[src/rtl/ie2ps2_pkg.sv]
// Package for the input event translator: payload structs, event and result
// codes, the job record passed from the front end to the back end, and the
// key remap and Pause tables. No dependencies.
package ie2ps2_pkg;

	localparam logic [15:0] EV_SYN = 16'd0;
	localparam logic [15:0] EV_KEY = 16'd1;
	localparam logic [15:0] EV_REL = 16'd2;
	localparam logic [15:0] EV_ABS = 16'd3;

	localparam logic [15:0] CODE_SYNC_FRAME = 16'h0000;
	localparam logic [15:0] CODE_X        = 16'h0000;
	localparam logic [15:0] CODE_Y        = 16'h0001;
	localparam logic [15:0] CODE_WHEEL    = 16'h0008;
	localparam logic [15:0] CODE_MT_SLOT  = 16'h002f;
	localparam logic [15:0] CODE_MT_FIRST = 16'h0030;
	localparam logic [15:0] CODE_MT_POS_X = 16'h0035;
	localparam logic [15:0] CODE_MT_POS_Y = 16'h0036;
	localparam logic [15:0] CODE_MT_TRACK = 16'h0039;
	localparam logic [15:0] CODE_MT_LAST  = 16'h003b;
	localparam logic [15:0] CODE_PAUSE    = 16'd119;
	localparam logic [15:0] CODE_BTN_LEFT = 16'h0110;
	localparam logic [15:0] CODE_BTN_RIGHT = 16'h0111;
	localparam logic [15:0] CODE_BTN_MID  = 16'h0112;
	localparam logic [15:0] CODE_KEY_LIMIT = 16'h0080;

	localparam logic [31:0] VAL_RELEASE  = 32'd0;
	localparam logic [31:0] VAL_REPEAT   = 32'd2;
	localparam logic [31:0] VAL_NO_TRACK = 32'hffffffff;

	localparam logic [1:0] KIND_SCAN = 2'd0;
	localparam logic [1:0] KIND_REL  = 2'd1;
	localparam logic [1:0] KIND_ABS  = 2'd2;

	localparam logic [7:0] SC_EXT_PREFIX = 8'he0;
	localparam logic [7:0] SC_BREAK_BIT  = 8'h80;

	localparam int QUEUE_DEPTH = 4;
	localparam int QUEUE_AW    = $clog2(QUEUE_DEPTH);

	typedef struct packed {
		logic [15:0]        event_type;
		logic [15:0]        event_code;
		logic signed [31:0] event_value;
	} in_item_t;

	typedef struct packed {
		logic [1:0]         kind;
		logic [7:0]         scancode;
		logic signed [31:0] move_x;
		logic signed [31:0] move_y;
		logic signed [31:0] move_z;
		logic [2:0]         buttons;
		logic               last;
	} out_item_t;

	typedef enum logic [1:0] {
		JOB_KEY,
		JOB_PAUSE,
		JOB_SYNC
	} job_kind_t;

	// Slot mask: a key uses slot 0 for the prefix and slot 1 for the byte, Pause
	// uses all six slots, a sync report uses slot 0 relative, slot 1 the early
	// absolute report and slot 2 the main absolute report.
	typedef struct packed {
		job_kind_t          kind;
		logic [5:0]         slots;
		logic [7:0]         key_byte;
		logic signed [31:0] rel_x;
		logic signed [31:0] rel_y;
		logic signed [31:0] rel_z;
		logic [2:0]         rel_btn;
		logic signed [31:0] abs_x;
		logic signed [31:0] abs_y;
		logic signed [31:0] abs_z;
		logic [2:0]         pre_btn;
		logic [2:0]         abs_btn;
	} job_t;

	typedef struct packed {
		logic       found;
		logic       ext;
		logic [6:0] code;
	} remap_t;

	function automatic remap_t key_remap(input logic [15:0] code);
		remap_t r;
		r.found = 1'b1;
		r.ext   = 1'b1;
		r.code  = 7'h00;
		case (code)
			16'd94: begin r.ext = 1'b0; r.code = 7'h7b; end
			16'd92: begin r.ext = 1'b0; r.code = 7'h79; end
			16'd93: begin r.ext = 1'b0; r.code = 7'h70; end
			16'd124: begin r.ext = 1'b0; r.code = 7'h7d; end
			16'd89: begin r.ext = 1'b0; r.code = 7'h73; end
			16'd87: begin r.ext = 1'b0; r.code = 7'h57; end
			16'd88: begin r.ext = 1'b0; r.code = 7'h58; end
			16'd110: r.code = 7'h52;
			16'd102: r.code = 7'h47;
			16'd104: r.code = 7'h49;
			16'd111: r.code = 7'h53;
			16'd107: r.code = 7'h4f;
			16'd109: r.code = 7'h51;
			16'd103: r.code = 7'h48;
			16'd105: r.code = 7'h4b;
			16'd108: r.code = 7'h50;
			16'd106: r.code = 7'h4d;
			16'd100: r.code = 7'h38;
			16'd125: r.code = 7'h5b;
			16'd126: r.code = 7'h5c;
			16'd97: r.code = 7'h1d;
			16'd148: r.code = 7'h01;
			16'd99: r.code = 7'h37;
			16'd113: r.code = 7'h20;
			16'd114: r.code = 7'h2e;
			16'd115: r.code = 7'h30;
			16'd127: r.code = 7'h5d;
			16'd96: r.code = 7'h1c;
			16'd98: r.code = 7'h35;
			default: begin
				r.found = 1'b0;
				r.ext   = 1'b0;
			end
		endcase
		return r;
	endfunction

	function automatic logic [7:0] pause_byte(input logic [5:0] sel);
		logic [7:0] b;
		case (sel)
			6'b000001: b = 8'he1;
			6'b000010: b = 8'h1d;
			6'b000100: b = 8'h45;
			6'b001000: b = 8'he1;
			6'b010000: b = 8'h9d;
			6'b100000: b = 8'hc5;
			default:   b = 8'h00;
		endcase
		return b;
	endfunction

endpackage

[src/rtl/ie2ps2_front.sv]
// Front end: classifies each accepted event, updates the touch, button and
// motion state, and builds a job record for the back end.
// Depends on ie2ps2_pkg.
module ie2ps2_front import ie2ps2_pkg::*; (
	input  logic     clk,
	input  logic     arst_n,
	input  logic     accept,
	input  in_item_t event_item,
	output logic     job_valid,
	output job_t     job
);

	logic               ts_q, tp_q, defer_q, am_q, relp_q, absp_q;
	logic [2:0]         mask_q, pb_q;
	logic signed [31:0] relx_q, rely_q, relz_q, absx_q, absy_q, absz_q;

	logic               ts_d, tp_d, defer_d, am_d, relp_d, absp_d;
	logic [2:0]         mask_d, pb_d;
	logic signed [31:0] relx_d, rely_d, relz_d, absx_d, absy_d, absz_d;

	logic        key_ev, abs_ev, rel_ev, sync_ev, now_pressed, rel_en, abs_en;
	logic [15:0] typ, cod, kcode, acode;
	logic [31:0] val, kval;
	logic [2:0]  pb_new, mask_main;
	logic [6:0]  kbase;
	remap_t      rm;

	always_comb begin
		typ = event_item.event_type;
		cod = event_item.event_code;
		val = event_item.event_value;

		ts_d = ts_q; tp_d = tp_q; defer_d = defer_q; am_d = am_q;
		relp_d = relp_q; absp_d = absp_q; mask_d = mask_q; pb_d = pb_q;
		relx_d = relx_q; rely_d = rely_q; relz_d = relz_q;
		absx_d = absx_q; absy_d = absy_q; absz_d = absz_q;

		job_valid = 1'b0;
		job = '0;
		job.kind = JOB_KEY;

		sync_ev = (typ == EV_SYN) && (cod == CODE_SYNC_FRAME);
		rel_ev = (typ == EV_REL);
		key_ev = (typ == EV_KEY);
		abs_ev = 1'b0;
		kcode = cod;
		kval = val;
		acode = cod;
		now_pressed = (val != VAL_NO_TRACK);
		pb_new = pb_q;
		mask_main = mask_q;
		rel_en = 1'b0;
		abs_en = 1'b0;
		rm = key_remap(kcode);
		kbase = 7'h00;

		if (sync_ev) begin
			ts_d = 1'b1;
		end

		if (typ == EV_ABS) begin
			if (cod == CODE_MT_POS_X) begin
				acode = CODE_X;
				abs_ev = ts_q;
			end else if (cod == CODE_MT_POS_Y) begin
				acode = CODE_Y;
				abs_ev = ts_q;
			end else if (cod == CODE_MT_TRACK) begin
				if (ts_q && (now_pressed != tp_q)) begin
					tp_d = now_pressed;
					key_ev = 1'b1;
					kcode = CODE_BTN_LEFT;
					kval = now_pressed ? VAL_REPEAT : VAL_RELEASE;
				end
			end else if (cod == CODE_MT_SLOT) begin
				ts_d = (val == 32'd0);
			end else if (!(cod inside {[CODE_MT_FIRST:CODE_MT_LAST]})) begin
				abs_ev = ts_q;
			end
		end

		rm = key_remap(kcode);

		if (key_ev) begin
			if (kcode >= CODE_BTN_LEFT) begin
				if (kcode == CODE_BTN_LEFT) begin
					pb_new = 3'b001;
				end else if (kcode == CODE_BTN_RIGHT) begin
					pb_new = 3'b010;
				end else if (kcode == CODE_BTN_MID) begin
					pb_new = 3'b100;
				end
				pb_d = pb_new;
				if (kval == VAL_REPEAT) begin
					defer_d = 1'b1;
				end else if (kval == VAL_RELEASE) begin
					mask_d = mask_q & ~pb_new;
				end else begin
					mask_d = mask_q | pb_new;
				end
			end else if (kcode == CODE_PAUSE) begin
				if (kval != VAL_RELEASE) begin
					job_valid = 1'b1;
					job.kind = JOB_PAUSE;
					job.slots = 6'b111111;
				end
			end else if (rm.found || (kcode < CODE_KEY_LIMIT)) begin
				kbase = rm.found ? rm.code : kcode[6:0];
				job_valid = 1'b1;
				job.kind = JOB_KEY;
				job.slots = {4'b0000, 1'b1, rm.ext};
				job.key_byte = (kval == VAL_RELEASE) ? ({1'b0, kbase} | SC_BREAK_BIT)
				                                     : {1'b0, kbase};
			end
		end

		if (rel_ev) begin
			am_d = 1'b0;
			relp_d = 1'b1;
			if (cod == CODE_X) begin
				relx_d = val;
			end else if (cod == CODE_Y) begin
				rely_d = val;
			end else if (cod == CODE_WHEEL) begin
				relz_d = 32'sd0 - val;
			end
		end

		if (abs_ev) begin
			am_d = 1'b1;
			absp_d = 1'b1;
			if (acode == CODE_X) begin
				absx_d = val;
			end else if (acode == CODE_Y) begin
				absy_d = val;
			end else if (acode == CODE_WHEEL) begin
				absz_d = 32'sd0 - val;
			end
		end

		if (sync_ev) begin
			rel_en = relp_q || (!absp_q && !am_q && (pb_q != 3'b000));
			abs_en = absp_q || (am_q && (pb_q != 3'b000));
			job.kind = JOB_SYNC;
			job.rel_x = relx_q;
			job.rel_y = rely_q;
			job.rel_z = relz_q;
			job.rel_btn = mask_q;
			job.abs_x = absx_q;
			job.abs_y = absy_q;
			job.abs_z = absz_q;
			job.pre_btn = mask_q;
			if (rel_en) begin
				relp_d = 1'b0;
				relx_d = '0;
				rely_d = '0;
				relz_d = '0;
			end
			if (abs_en) begin
				if (defer_q) begin
					mask_main = mask_q | pb_q;
					mask_d = mask_main;
				end
				absp_d = 1'b0;
				absz_d = '0;
			end
			job.abs_btn = mask_main;
			job.slots = {3'b000, abs_en, abs_en && defer_q && absp_q, rel_en};
			job_valid = rel_en || abs_en;
			pb_d = 3'b000;
			defer_d = 1'b0;
		end
	end

	always_ff @(posedge clk or negedge arst_n) begin
		if (!arst_n) begin
			ts_q <= 1'b1;
			tp_q <= 1'b0;
			defer_q <= 1'b0;
			am_q <= 1'b0;
			relp_q <= 1'b0;
			absp_q <= 1'b0;
			mask_q <= 3'b000;
			pb_q <= 3'b000;
			relx_q <= '0;
			rely_q <= '0;
			relz_q <= '0;
			absx_q <= '0;
			absy_q <= '0;
			absz_q <= '0;
		end else if (accept) begin
			ts_q <= ts_d;
			tp_q <= tp_d;
			defer_q <= defer_d;
			am_q <= am_d;
			relp_q <= relp_d;
			absp_q <= absp_d;
			mask_q <= mask_d;
			pb_q <= pb_d;
			relx_q <= relx_d;
			rely_q <= rely_d;
			relz_q <= relz_d;
			absx_q <= absx_d;
			absy_q <= absy_d;
			absz_q <= absz_d;
		end
	end

endmodule

[src/rtl/ie2ps2_queue.sv]
// Short register queue of job records between the front and back ends.
// Depends on ie2ps2_pkg.
module ie2ps2_queue import ie2ps2_pkg::*; (
	input  logic clk,
	input  logic arst_n,
	input  logic wr_en,
	input  job_t wr_data,
	output logic full,
	input  logic rd_en,
	output job_t rd_data,
	output logic empty
);

	job_t                entries_q [QUEUE_DEPTH];
	logic [QUEUE_AW-1:0] wr_ptr_q, rd_ptr_q;
	logic [QUEUE_AW:0]   count_q;
	logic                do_wr, do_rd;

	assign full = (count_q == (QUEUE_AW+1)'(QUEUE_DEPTH));
	assign empty = (count_q == '0);
	assign do_wr = wr_en && !full;
	assign do_rd = rd_en && !empty;
	assign rd_data = entries_q[rd_ptr_q];

	always_ff @(posedge clk) begin
		if (do_wr) begin
			entries_q[wr_ptr_q] <= wr_data;
		end
	end

	always_ff @(posedge clk or negedge arst_n) begin
		if (!arst_n) begin
			wr_ptr_q <= '0;
			rd_ptr_q <= '0;
			count_q <= '0;
		end else begin
			if (do_wr) begin
				wr_ptr_q <= wr_ptr_q + 1'b1;
			end
			if (do_rd) begin
				rd_ptr_q <= rd_ptr_q + 1'b1;
			end
			if (do_wr && !do_rd) begin
				count_q <= count_q + 1'b1;
			end else if (do_rd && !do_wr) begin
				count_q <= count_q - 1'b1;
			end
		end
	end

endmodule

[src/rtl/ie2ps2_back.sv]
// Back end: expands a job record into result items, one per cycle while
// the registered output stage is free or popped. Depends on ie2ps2_pkg.
module ie2ps2_back import ie2ps2_pkg::*; (
	input  logic      clk,
	input  logic      arst_n,
	input  logic      q_empty,
	input  job_t      q_data,
	output logic      q_rd,
	input  logic      pop,
	output logic      empty,
	output out_item_t result_item
);

	job_t       cur_q;
	logic [5:0] slots_q, sel;
	logic       out_valid_q, slot_free, advance, is_last, load;
	out_item_t  out_q, res;

	always_comb begin
		sel = slots_q & (~slots_q + 6'd1);
		is_last = ((slots_q & ~sel) == 6'b000000);
		slot_free = !out_valid_q || pop;
		advance = slot_free && (slots_q != 6'b000000);
		load = ((slots_q == 6'b000000) || (advance && is_last)) && !q_empty;
		q_rd = load;

		res = '0;
		res.last = is_last;
		case (cur_q.kind)
			JOB_KEY: begin
				res.kind = KIND_SCAN;
				res.scancode = sel[0] ? SC_EXT_PREFIX : cur_q.key_byte;
			end
			JOB_PAUSE: begin
				res.kind = KIND_SCAN;
				res.scancode = pause_byte(sel);
			end
			JOB_SYNC: begin
				if (sel[0]) begin
					res.kind = KIND_REL;
					res.move_x = cur_q.rel_x;
					res.move_y = cur_q.rel_y;
					res.move_z = cur_q.rel_z;
					res.buttons = cur_q.rel_btn;
				end else begin
					res.kind = KIND_ABS;
					res.move_x = cur_q.abs_x;
					res.move_y = cur_q.abs_y;
					res.move_z = cur_q.abs_z;
					res.buttons = sel[1] ? cur_q.pre_btn : cur_q.abs_btn;
				end
			end
			default: begin
				res.kind = KIND_SCAN;
			end
		endcase
	end

	always_ff @(posedge clk) begin
		if (load) begin
			cur_q <= q_data;
		end
		if (advance) begin
			out_q <= res;
		end
	end

	always_ff @(posedge clk or negedge arst_n) begin
		if (!arst_n) begin
			slots_q <= 6'b000000;
			out_valid_q <= 1'b0;
		end else begin
			if (load) begin
				slots_q <= q_data.slots;
			end else if (advance) begin
				slots_q <= slots_q & ~sel;
			end
			if (advance) begin
				out_valid_q <= 1'b1;
			end else if (pop) begin
				out_valid_q <= 1'b0;
			end
		end
	end

	assign empty = !out_valid_q;
	assign result_item = out_q;

endmodule

[src/rtl/input_event_to_ps2_and_mouse.sv]
// Input event translator: events to PS/2 set-1 scancodes and mouse reports.
// An event is taken every cycle while the job queue has room; its job is written
// into the queue, loaded into the back end, then registered in the output stage.
// Results leave one per cycle while pop is held; Pause gives the most, six.
// Reset clears all touch, button and motion state and empties the queue.
// Depends on ie2ps2_pkg, ie2ps2_front, ie2ps2_queue and ie2ps2_back.
module input_event_to_ps2_and_mouse import ie2ps2_pkg::*; (
	input  logic      clk,
	input  logic      arst_n,
	input  logic      push,
	output logic      full,
	input  in_item_t  event_item,
	output logic      empty,
	input  logic      pop,
	output out_item_t result_item
);

	logic accept, job_valid, q_empty, q_rd;
	job_t job, q_data;

	assign accept = push && !full;

	ie2ps2_front u_front (
		.clk        (clk),
		.arst_n     (arst_n),
		.accept     (accept),
		.event_item (event_item),
		.job_valid  (job_valid),
		.job        (job)
	);

	ie2ps2_queue u_queue (
		.clk     (clk),
		.arst_n  (arst_n),
		.wr_en   (accept && job_valid),
		.wr_data (job),
		.full    (full),
		.rd_en   (q_rd),
		.rd_data (q_data),
		.empty   (q_empty)
	);

	ie2ps2_back u_back (
		.clk         (clk),
		.arst_n      (arst_n),
		.q_empty     (q_empty),
		.q_data      (q_data),
		.q_rd        (q_rd),
		.pop         (pop),
		.empty       (empty),
		.result_item (result_item)
	);

endmodule

[config.mk]
export PLATFORM = sky130hd
export DESIGN_NAME = input_event_to_ps2_and_mouse
export DESIGN_NICKNAME = d
export VERILOG_FILES = /design/src/rtl/ie2ps2_pkg.sv /design/src/rtl/ie2ps2_front.sv /design/src/rtl/ie2ps2_queue.sv /design/src/rtl/ie2ps2_back.sv /design/src/rtl/input_event_to_ps2_and_mouse.sv
export SDC_FILE = /design/constraint.sdc
export NUM_CORES = 1
export LEC_CHECK = 0
export ABC_AREA = 1
export BUFFER_PORTS_ARGS = -buffer_cell sky130_fd_sc_hd__buf_2
export CAP_MARGIN = 15
export CORE_MARGIN = 3
export CORE_UTILIZATION = 58
export CTS_BUF_LIST = sky130_fd_sc_hd__clkbuf_8
export DETAILED_ROUTE_END_ITERATION = 7
export HOLD_SLACK_MARGIN = 0.08
export PLACE_DENSITY = 0.8
export SLEW_MARGIN = 20
export SYNTH_ARGS = -nofsm -noshare
export SYNTH_HDL_FRONTEND = slang
export SYNTH_SLANG_ARGS = --single-unit
[constraint.sdc]
create_clock -name clk -period 11.8 [get_ports clk]
set_input_delay 1.77 -clock clk [delete_from_list [all_inputs] [get_ports clk]]
set_output_delay 1.77 -clock clk [all_outputs]
set_load 0.02 [all_outputs]
==> metrics.csv <==
metric,value,unit
cts_setup_buffers,0,
syn2layout_area_growth,11.4,%
grt_max_degree,168,
clk_pin_slew,0.06,ns
nNetsFinal,4536,
grt_pass1_wl,198000,um
layout-drive-gt1-share,12.0,%
ys_seq_area_share,74.8,%
synth.top_cell.area_share,64.7,%
cts_root_buf,clkbuf_8,
finalPower,13.3,mW
hold_path.class,register to register,
finalHoldViolations,0,
maxSlewHeadroom,20.9,%
cp_max_fo,125,
pin_count,180,
die_width,311,um
initial_utilization,58.7,%
setup_violations,0,
hold_buffers,0,
worst_pin_slew,1.19,ns
drt-initial-drc-count,4211,
yosys_warnings,0,
drv_slew,0,
fin_crit,5.42,ns
dieArea,96700,sq um
status,completed,
port_buffers,179,
vias,34900,
track_usage,26.7,%
path_class,primary input to register,
clk_latency,0.88,ns
fp.dieH,311,um
routed_wl,130000,um
synth_edf_count,1162,
cp-start-kind,primary input,
async_flop_share,15.8,%
synth_seq_cells,1380,
ys_types,49,
required,12.27,ns
drc,0,
syn-cell-area,54000,sq um
cts_buffers,208,
antenna_found_initial,7,
max-vdd-ir-drop,0.000209,V
core_area,91900,sq um
end_kind,register,
holdWs,0.481,ns
skew,0.0504,ns
place_congestion,0.904,
gr-total-overflow,0,
first_pass_iters,6,
critPathArrivalTime,5.89,ns
ctsHtreeMaxLevel,4,
clock.fmax,0.185,GHz
fill_cells,6518,
wire_per_inst,22.1,um
fin_crit_sh,45.9,%
cap_violations,0,
syn-num-nets,4344,
grt_pass1_vias,34400,
clock-sinks,1380,
cts_max_path_buffers,3,
tritoncts,built,
synth_top_area_cell,edfxtp_1,
synth_common_cells,"edfxtp_1 (1162), nor2_1 (778), o21ai_0 (627), inv_1 (325), nand2_1 (256)",
power_density,221,nW/um^2
dp_slack,5.54,ns
postCtsResizedCells,0,
synth_most_common_cell,edfxtp_1,
ys.flop_type,edfxtp_1,
hpwl,73100,um
via_per_inst,5.91,
ant_nets,0,
placementRows,111,
netlist_top_cells_area,"edfxtp_1 (65%), dfrtp_1 (10%), o21ai_0 (5.8%)",
finalWorstSetupSlack,6.38,ns
rsz0062_at_grt,no,
synth_cells,4268,
p_leak,22.4,nW
avgSynthCellArea,12.6,sq um
-- placed cells by master, fill, tap and decap left out, drive strengths merged, types with 2 or more instances in the layout --
cell         n
a211oi      13
a21oi      112
a22o        96
a22oi       14
a31oi        5
and3         3
buf        220
bufinv       3
clkbuf     245
clkinv      33
clkinvlp     4
dfrtp      217
diode        5
edfxtp    1162
ha           7
inv        447
nand2      265
nand3       51
nand3b       2
nand4       18
nor2       790
nor3        24
nor4         9
o211ai      17
o21ai      629
o22ai      221
o31ai        4
xor2        26
-- stage by stage --
stage | std cells | area (sq um) | setup TNS, ns | util [%]
after floorplan | 4268 | 54000 | -1078.57 | -
after global placement | 5493 | 56000 | 0 | 60.9
after detailed placement | 5493 | 56000 | 0 | 60.9
after CTS | 5889 | 60100 | 0 | 65.4
after global routing | 5890 | 60100 | 0 | 65.4
final | 5894 | 60100 | 0 | 65.4
-- state kept, by name, summed over array words and instances (netlist names), 3 cells and up --
register            cells
u_queue.entries_q     844
u_back.cur_q          208
u_back.result_item    110
u_front.absx_q         32
u_front.absy_q         32
u_front.absz_q         32
u_front.relx_q         32
u_front.rely_q         32
u_front.relz_q         32
u_back.slots_q          6
u_front.mask_q          3
u_front.pb_q            3
u_queue.count_q         3
-- worst max-delay path, cell delays in order --
cell and delay, ns:
buf_2 0.10, inv_1 0.08, nand2_1 0.11, inv_1 0.09, nand2_1 0.07, nor2_1 0.20, nand3_1 0.11, nor2_1 0.53
inv_6 0.40, nor2_1 0.45, a21oi_1 0.13, nand2_4 0.14, nand2_4 0.11, nor2_4 0.12, buf_4 0.67, buf_12 0.70
-- kinds of logic after synthesis --
family,after synthesis,share of synthesized area [%]
AOI/OAI and AO/OA,1114,11.8
xor gates and xnor gates,27,0.438
adders and majority gates,8,0.199
buffers and inverters,574,4.03
DFF,1380,74.8
muxes,1,0.0209
and+or+nand+nor,1164,8.76
-- worst paths after layout --
check	cells after the start	from	slack, ns	end
setup / recovery	16	event_item[38]	6.38	u_queue.entries_q[2][49]$_DFFE_PP_
hold / removal	2	u_front.absx_q[11]$_DFFE_PN0P_	0.48	u_front.absx_q[11]$_DFFE_PN0P_
setup reg to reg	17	u_front.tp_q$_DFFE_PN0P_	7.55	u_queue.entries_q[2][49]$_DFFE_PP_
hold reg to reg	2	u_front.absx_q[11]$_DFFE_PN0P_	0.48	u_front.absx_q[11]$_DFFE_PN0P_
max in group asynchronous	3	arst_n	8.63	u_front.absy_q[11]$_DFFE_PN0P_
min in group asynchronous	1	arst_n	0.95	u_queue.count_q[1]$_DFFE_PN0P_
-- per-layer routing --
layer  vias up  wire, um  track usage (%)
met1     17000     49900             35.5
met2      1896     61800             42.4
met4         6      4850             11.4
li1      15700         -                -
met5         -        49                0
met3       293     13600             6.73
-- where the power goes --
part           leakage (nW)  internal (mW)  switching (mW)
registers              14.4           6.24           0.238
clock network          2.50           1.95            1.78
logic                  5.51          0.794            2.28
total                  22.4           8.99            4.30
-- layout make-up --
type                            count  area (sq um)  area share, %
Tap cell                         1243          1560           2.59
Clock inverter                    151           728           1.21
Antenna cell                        5          12.5         0.0208
Timing Repair Buffer              220          1280           2.12
Multi-Input combinational cell   2314         11500           19.1
Inverter                          336          1290           2.14
Clock buffer                      245          3370           5.61
Sequential cell                  1380         40400           67.2
No activity file was read; power rests on OpenSTA's default activity.
